File: src/design/ffbp_pkg.sv
// ffbp_pkg: shared widths, defaults and control/status types of the
// first-fit bin packer. Depends on nothing; used by every design file.
package ffbp_pkg;

  // Parameter defaults
  localparam int MAX_BINS_DEF  = 256;
  localparam int SIZE_BITS_DEF = 16;

  // Fixed port field widths
  localparam int ITEM_W     = 16;
  localparam int CAP_W      = 16;
  localparam int BIN_NUM_W  = 8;
  localparam int BINS_USE_W = 9;

  // Capacity after reset
  localparam logic [CAP_W-1:0] CAP_RESET = 16'hFFFF;

  // Controller to datapath commands
  typedef struct packed {
    logic load;    // latch the incoming item
    logic scan;    // walk the open bins
    logic commit;  // update storage and load the result register
  } cmd_t;

  // Datapath to controller status
  typedef struct packed {
    logic scan_end;  // fitting bin found or every open bin examined
    logic out_free;  // result register can take a new result
  } stat_t;

endpackage

File: src/design/ffbp_ctrl.sv
// ffbp_ctrl: sequencing state machine of the first-fit bin packer.
// Depends on ffbp_pkg for the command and status types.
module ffbp_ctrl (
  input  logic             clk,
  input  logic             rst,
  input  logic             in_valid,
  output logic             in_stall,
  input  ffbp_pkg::stat_t  stat,
  output ffbp_pkg::cmd_t   cmd
);

  localparam logic [1:0] ST_IDLE   = 2'd0;
  localparam logic [1:0] ST_SCAN   = 2'd1;
  localparam logic [1:0] ST_COMMIT = 2'd2;

  logic [1:0] state;
  logic [1:0] state_next;

  // Input is taken only between items
  assign in_stall = (state != ST_IDLE);

  // Next state and commands
  always_comb begin
    state_next = state;
    cmd        = '0;
    case (state)
      ST_IDLE: begin
        if (in_valid) begin
          cmd.load   = 1'b1;
          state_next = ST_SCAN;
        end
      end
      ST_SCAN: begin
        cmd.scan = 1'b1;
        if (stat.scan_end) begin
          state_next = ST_COMMIT;
        end
      end
      ST_COMMIT: begin
        if (stat.out_free) begin
          cmd.commit = 1'b1;
          state_next = ST_IDLE;
        end
      end
      default: begin
        state_next = ST_IDLE;
      end
    endcase
  end

  always_ff @(posedge clk) begin
    if (rst) begin
      state <= ST_IDLE;
    end else begin
      state <= state_next;
    end
  end

  // One command at a time; commit returns to idle, load leads to scan
  a_cmd_onehot: assert property (@(posedge clk) disable iff (rst)
    $onehot0({cmd.load, cmd.scan, cmd.commit}))
    else $error("ffbp_ctrl: overlapping commands");
  a_state_legal: assert property (@(posedge clk) disable iff (rst)
    cmd.commit |=> state == ST_IDLE)
    else $error("ffbp_ctrl: commit did not return to idle");
  a_load_scan: assert property (@(posedge clk) disable iff (rst)
    cmd.load |=> cmd.scan)
    else $error("ffbp_ctrl: load not followed by scan");

endmodule

File: src/design/ffbp_dpath.sv
// ffbp_dpath: remaining-space memory, scan pipeline, bin count and result
// register of the first-fit bin packer. Depends on ffbp_pkg.
module ffbp_dpath #(
  parameter int MAX_BINS  = ffbp_pkg::MAX_BINS_DEF,
  parameter int SIZE_BITS = ffbp_pkg::SIZE_BITS_DEF
) (
  input  logic                              clk,
  input  logic                              rst,
  input  ffbp_pkg::cmd_t                    cmd,
  output ffbp_pkg::stat_t                   stat,
  input  logic                              cfg_write,
  input  logic [ffbp_pkg::CAP_W-1:0]        cfg_data,
  input  logic [ffbp_pkg::ITEM_W-1:0]       item_size,
  input  logic                              first_of_set,
  output logic                              out_valid,
  input  logic                              out_stall,
  output logic [ffbp_pkg::BIN_NUM_W-1:0]    bin_number,
  output logic                              opened_bin,
  output logic [ffbp_pkg::BINS_USE_W-1:0]   bins_in_use,
  output logic                              bins_exhausted
);

  localparam int BIN_W = (MAX_BINS > 1) ? $clog2(MAX_BINS) : 1;
  localparam int CNT_W = $clog2(MAX_BINS + 1);
  localparam int REM_W = SIZE_BITS + 1;
  localparam logic [CNT_W-1:0] MAX_CNT = CNT_W'(MAX_BINS);

  // Remaining space per bin, no reset: entries are written when a bin opens
  logic signed [REM_W-1:0] mem [MAX_BINS];

  logic [SIZE_BITS-1:0]    cap;
  logic [SIZE_BITS-1:0]    size;
  logic [CNT_W-1:0]        open_bins;
  logic [CNT_W-1:0]        addr;
  logic                    rd_vld;
  logic [BIN_W-1:0]        rd_idx;
  logic signed [REM_W-1:0] rd_data;
  logic                    found;
  logic [BIN_W-1:0]        found_idx;
  logic signed [REM_W-1:0] found_rem;

  logic                    issue;
  logic                    hit;
  logic                    can_open;
  logic                    wr_en;
  logic [BIN_W-1:0]        wr_idx;
  logic signed [REM_W-1:0] wr_data;
  logic [BIN_W-1:0]        sel_idx;
  logic [CNT_W-1:0]        cnt_after;
  logic [31:0]             size_wide;
  logic [31:0]             cap_wide;
  logic [31:0]             bin_wide;
  logic [31:0]             cnt_wide;

  // Fields narrowed or widened to the size width
  assign size_wide = 32'(item_size);
  assign cap_wide  = 32'(cfg_data);

  // Scan: one read issued per cycle, compared in the cycle after it is issued
  assign hit      = rd_vld && (rd_data >= $signed({1'b0, size}));
  assign issue    = cmd.scan && !hit && (addr < open_bins);
  assign stat.scan_end = hit || (!rd_vld && (addr >= open_bins));
  assign stat.out_free = !out_valid || !out_stall;

  // Commit: update the fitting bin or open the next one if any is left
  assign can_open  = (open_bins < MAX_CNT);
  assign wr_en     = cmd.commit && (found || can_open);
  assign wr_idx    = found ? found_idx : open_bins[BIN_W-1:0];
  assign wr_data   = found ? (found_rem - $signed({1'b0, size}))
                           : ($signed({1'b0, cap}) - $signed({1'b0, size}));
  assign sel_idx   = (found || !can_open) ? (found ? found_idx : '0)
                                          : open_bins[BIN_W-1:0];
  assign cnt_after = (!found && can_open) ? (open_bins + CNT_W'(1)) : open_bins;
  assign bin_wide  = 32'(sel_idx);
  assign cnt_wide  = 32'(cnt_after);

  // Capacity register
  always_ff @(posedge clk) begin
    if (rst) begin
      cap <= SIZE_BITS'(32'(ffbp_pkg::CAP_RESET));
    end else if (cfg_write) begin
      cap <= cap_wide[SIZE_BITS-1:0];
    end
  end

  // Memory port: one write, one registered read
  always_ff @(posedge clk) begin
    if (wr_en) begin
      mem[wr_idx] <= wr_data;
    end
    rd_data <= mem[addr[BIN_W-1:0]];
    rd_idx  <= addr[BIN_W-1:0];
  end

  // Control state: bin count, scan address, read valid
  always_ff @(posedge clk) begin
    if (rst) begin
      open_bins <= '0;
      addr      <= '0;
      rd_vld    <= 1'b0;
    end else begin
      rd_vld <= issue;
      if (cmd.load) begin
        addr <= '0;
        if (first_of_set) begin
          open_bins <= '0;
        end
      end else if (issue) begin
        addr <= addr + CNT_W'(1);
      end
      if (cmd.commit) begin
        open_bins <= cnt_after;
      end
    end
  end

  // Item and scan result registers
  always_ff @(posedge clk) begin
    if (cmd.load) begin
      size  <= size_wide[SIZE_BITS-1:0];
      found <= 1'b0;
    end else if (cmd.scan && hit) begin
      found     <= 1'b1;
      found_idx <= rd_idx;
      found_rem <= rd_data;
    end
  end

  // Result register
  always_ff @(posedge clk) begin
    if (rst) begin
      out_valid <= 1'b0;
    end else if (cmd.commit) begin
      out_valid <= 1'b1;
    end else if (!out_stall) begin
      out_valid <= 1'b0;
    end
  end

  always_ff @(posedge clk) begin
    if (cmd.commit) begin
      bin_number     <= bin_wide[ffbp_pkg::BIN_NUM_W-1:0];
      opened_bin     <= !found && can_open;
      bins_in_use    <= cnt_wide[ffbp_pkg::BINS_USE_W-1:0];
      bins_exhausted <= !found && !can_open;
    end
  end

  a_cnt_range: assert property (@(posedge clk) disable iff (rst)
    open_bins <= MAX_CNT)
    else $error("ffbp_dpath: bin count beyond capacity");
  a_rd_open: assert property (@(posedge clk) disable iff (rst)
    rd_vld |-> (CNT_W'(rd_idx) < open_bins))
    else $error("ffbp_dpath: read of a bin that is not open");
  a_commit_idle: assert property (@(posedge clk) disable iff (rst)
    cmd.commit |-> !rd_vld)
    else $error("ffbp_dpath: commit with a read in flight");
  a_hit_stops: assert property (@(posedge clk) disable iff (rst)
    (cmd.scan && hit) |=> !rd_vld)
    else $error("ffbp_dpath: scan continued past a fitting bin");

endmodule

File: src/design/first_fit_bin_packer_unit.sv
// The item is latched, the open bins are read and compared in order until one fits
// or all are examined, then the commit updates storage and loads the result register.
// Input is taken only in the idle state, so an item waits for the last one's commit,
// which a stalled result holds. A waiting result does not block the next transfer in.
// Reset (rst, synchronous): no bins open, capacity 65535, no result pending.
// first_fit_bin_packer_unit: top level; depends on ffbp_pkg, ffbp_ctrl, ffbp_dpath.
module first_fit_bin_packer_unit #(
  parameter int MAX_BINS  = ffbp_pkg::MAX_BINS_DEF,
  parameter int SIZE_BITS = ffbp_pkg::SIZE_BITS_DEF
) (
  input  logic                              clk,
  input  logic                              rst,
  input  logic                              cfg_write,
  input  logic [ffbp_pkg::CAP_W-1:0]        cfg_data,
  input  logic                              in_valid,
  output logic                              in_stall,
  input  logic [ffbp_pkg::ITEM_W-1:0]       item_size,
  input  logic                              first_of_set,
  output logic                              out_valid,
  input  logic                              out_stall,
  output logic [ffbp_pkg::BIN_NUM_W-1:0]    bin_number,
  output logic                              opened_bin,
  output logic [ffbp_pkg::BINS_USE_W-1:0]   bins_in_use,
  output logic                              bins_exhausted
);

  ffbp_pkg::cmd_t  cmd;
  ffbp_pkg::stat_t stat;

  // Sequencer
  ffbp_ctrl u_ctrl (
    .clk      (clk),
    .rst      (rst),
    .in_valid (in_valid),
    .in_stall (in_stall),
    .stat     (stat),
    .cmd      (cmd)
  );

  // Storage and arithmetic
  ffbp_dpath #(
    .MAX_BINS  (MAX_BINS),
    .SIZE_BITS (SIZE_BITS)
  ) u_dpath (
    .clk            (clk),
    .rst            (rst),
    .cmd            (cmd),
    .stat           (stat),
    .cfg_write      (cfg_write),
    .cfg_data       (cfg_data),
    .item_size      (item_size),
    .first_of_set   (first_of_set),
    .out_valid      (out_valid),
    .out_stall      (out_stall),
    .bin_number     (bin_number),
    .opened_bin     (opened_bin),
    .bins_in_use    (bins_in_use),
    .bins_exhausted (bins_exhausted)
  );

endmodule

File: config.mk
export PLATFORM = sky130hd
export DESIGN_NAME = first_fit_bin_packer_unit
export DESIGN_NICKNAME = d
export VERILOG_FILES = /design/src/design/ffbp_pkg.sv /design/src/design/ffbp_ctrl.sv /design/src/design/ffbp_dpath.sv /design/src/design/first_fit_bin_packer_unit.sv
export SDC_FILE = /design/constraint.sdc
export NUM_CORES = 2
export LEC_CHECK = 0
export ABC_CLOCK_PERIOD_IN_PS = 14400
export BUFFER_PORTS_ARGS = -buffer_cell sky130_fd_sc_hd__buf_2
export CAP_MARGIN = 30
export CORE_MARGIN = 2
export CORE_UTILIZATION = 57
export DETAILED_ROUTE_END_ITERATION = 10
export PLACE_DENSITY_LB_ADDON = 0.25
export SYNTH_ARGS = -nofsm -noshare
export SYNTH_HDL_FRONTEND = slang
export SYNTH_MEMORY_MAX_BITS = 65536
export SYNTH_SLANG_ARGS = --single-unit
File: constraint.sdc
create_clock -name clk -period 14.4 [get_ports clk]
set_input_delay 2.88 -clock clk [delete_from_list [all_inputs] [get_ports clk]]
set_output_delay 2.88 -clock clk [all_outputs]
set_load 0.03 [all_outputs]
==> metrics <==
asr flop ratio synth 0%; unrepaired setup endpoints after global routing no; CP Launch Point out_stall; worst hold slack 400 ps; met1 track demand over resource 44.1%; worst setup margin 8010 ps; drt first pass iters 6; H-tree depth 5; max incr delay on CP 860 ps; Top FF cell, synth edfxtp_1; max-cap viol count 0; Fillers 19500; row cnt 202; antenna violations before repair 24; area after detailed placement 0.180 mm^2; Mapped Cells 7953; period utilization 44.4%; clock latency on the worst-skew pair 1000 ps; status completed; # DRC 0; Req. time, crit path 15060 ps; post-synthesis average cell area 21.9 um^2; GP Congestion 0.903; first-pass GRT wire length 659000 um; synthesis-to-layout area growth 11.5%; Seq/Total Area, Yosys 76.9%; post-detail-place hpwl 278000 um; simple-gate share of the synthesized area 1.79%; grt total ovfl 0; largest fanout on the critical path 31; core area 0.303 mm^2; Synth Cell Area 0.174 mm^2; antenna viol nets, final 0; clk slew on worst S/H paths 70 ps; Vias/cell 6.92; Arr. time, crit path 7050 ps; fin area 0.194 mm^2; adder-cell share of the synthesized area 0.447%; Routed WL 475000 um; fraction of layout cells with a size suffix above 1 27.1%; Yosys warning total 0; Avg WL per Cell 37.5 um; IO Count 59; Crit Path Class primary input to flop; post-synthesis xor/xnor area fraction 0.176%; flops & latches, synth 4476; die height 556 um; CTS tree built; Distinct cells, synth 79; maximum clock rate 156 MHz; initial core utilization 57.4%; # setup viols final 0; PostCTS Resize Cnt 0; Root Driver clkbuf_16; Setup Buffers After CTS 0; post-synthesis compound-gate area fraction 2.66%; mux share of post-synthesis cell area 16.3%; minimum clock period 6390 ps; pin count of the biggest net entering global routing 184; Worst setup EP type flop; CP Cell Sequence buf_2 -> a21oi_2 -> buf_4 -> o21ai_0 -> nor3_1 -> nand2_2 -> buf_4 -> nor2_1 -> buf_4; Slew @ Worst Pin 1410 ps; Synthesized Nets 8052; worst r2r src u_dpath.addr[1]; Multi-input gate area 0.0381 mm^2; clock sinks 4476; Global Route Usage Sum 30.7%; TritonCTS Buffers 427; Post-synth EDFFs 4412; DR vias 87600; main combinational cell family by area after synthesis multiplexers; Slew Viols, Final 0; DRT iter0 DRCs 14500; final core occ 64.0%; maximum clock path buffer count 4; met3 Use GR 9.59%; IO buf count 58; slowest CP cell nand2_2; vias in the first global route 84500; slew margin rel. 6.17%; Post-layout nets 8401; crit start category primary input; Hold Crit Start u_dpath.addr[7]; Global Route met2 Usage 44.8%; hold buffers post-CTS 0; area of the die 0.310 mm^2; Die X 556 um; post-route setup TNS 0 ps; Final Hold Fails 0; busiest grt layer met2; leakage power 58.5 nW; worst min path class flop to flop; worst slack, placed 7170 ps; crit path buf inv count 4; Worst path top cell family by delay simple AND/OR/NAND/NOR gates; clock skew 62.4 ps; sequential cell area 0.134 mm^2; most frequent CP cell buf_4; peak supply drop 0.126 mV; PwrDens 142 mW/mm^2
## per-layer routing
layer	routed length, um	vias up
met3	66400	854
met5	189	-
met2	214000	6303
met4	19200	20
met1	175000	46200
li1	-	34200
## worst reg2reg max path, cell delays in order (launching register included)
cell and delay [ps]:
dfxtp_4 900, buf_4 870, buf_4 730, buf_4 700
mux4_2 460, mux4_2 480, mux2i_1 160, o21ai_0 310
nor3_1 700, a211oi_1 130
## registers in the layout (all words and copies together) (netlist names)
name / flops
u_ctrl.state: 2
u_dpath.addr: 9
u_dpath.bin_number: 8
u_dpath.bins_exhausted: 1
u_dpath.bins_in_use: 9
u_dpath.cap: 16
u_dpath.found: 1
u_dpath.found_idx: 8
u_dpath.found_rem: 17
u_dpath.mem: 4352
u_dpath.open_bins: 9
u_dpath.opened_bin: 1
u_dpath.out_valid: 1
u_dpath.rd_data: 17
u_dpath.rd_idx: 8
u_dpath.rd_vld: 1
u_dpath.size: 16
## report_power, final
part           switching (mW)  internal [mW]
Combinational            1.32          0.179
Clock                    4.85           6.11
Sequential             0.0108           15.1
Total                    6.18           21.4
## area by class of cell
class                   instances  share of cell area (%)
clock buffers                 537                    5.80
repair buffers                365                    1.72
well taps                    3978                    2.57
flip-flops and latches       4476                    69.0
diodes                         12                  0.0155
multi-input cells            2988                    19.6
clock inverters               256                    1.22
inverters                      44                  0.0890
## placed cells by master (no fill, tap or decap), types with 83 or more instances in the layout
master | netlist | routed
a21oi_1 | 162 | 157
buf_4 | 43 | 235
clkbuf_1 | 135 | 100
clkbuf_16 | 0 | 431
clkinv_1 | 2 | 90
clkinv_2 | 0 | 83
edfxtp_1 | 4412 | 4412
mux2i_1 | 362 | 357
mux4_2 | 1090 | 1090
nand2_1 | 205 | 189
nor2_1 | 362 | 165
nor2_2 | 0 | 194
o21ai_0 | 122 | 117
## synth_stat cells (27+ instances only)
cell type | number | area (um^2)
ha_1 | 59 | 738
buf_2 | 162 | 811
dfxtp_1 | 64 | 1280
buf_4 | 43 | 323
o211ai_1 | 27 | 203
mux4_2 | 1090 | 24500
o221ai_1 | 40 | 350
edfxtp_1 | 4412 | 132000
a22oi_1 | 40 | 300
o22ai_1 | 61 | 382
o21ai_0 | 122 | 611
mux2i_1 | 362 | 3620
a221oi_1 | 48 | 420
nor3_1 | 35 | 175
buf_6 | 53 | 597
a21oi_1 | 162 | 811
nand2_1 | 205 | 769
clkbuf_1 | 135 | 507
nor2_1 | 362 | 1360
inv_1 | 41 | 154
a211oi_1 | 41 | 308
## cell families (layout without fill, tap and decap cells)
kind of cell | after synthesis | in the layout
AND/OR/NAND/NOR | 731 | 731
other | 0 | 12
AO/OA/AOI/OAI | 693 | 693
adder cells (fa/ha/maj) | 61 | 61
flip-flops | 4476 | 4476
multiplexers | 1468 | 1468
buffers and inverters | 489 | 1202
XOR/XNOR | 35 | 35
## final timing paths
check	end	slack (ps)	cells past startpoint
hold / removal	u_dpath.rd_idx[7]	400	0
setup reg to reg	u_dpath.rd_data[13]	8800	9
setup / recovery	u_dpath.mem[245][10]	8010	9
hold reg to reg	u_dpath.rd_idx[7]	400	0
## per-stage QoR
step	power (mW)	cells
6_report	27.6	12700
5_1_grt	28.2	12600
4_1_cts	27.6	12600
3_5_place_dp	16.9	11800
3_3_place_gp	16.8	11800
2_1_floorplan	16.4	7953
(Power assumes the default switching activity.)
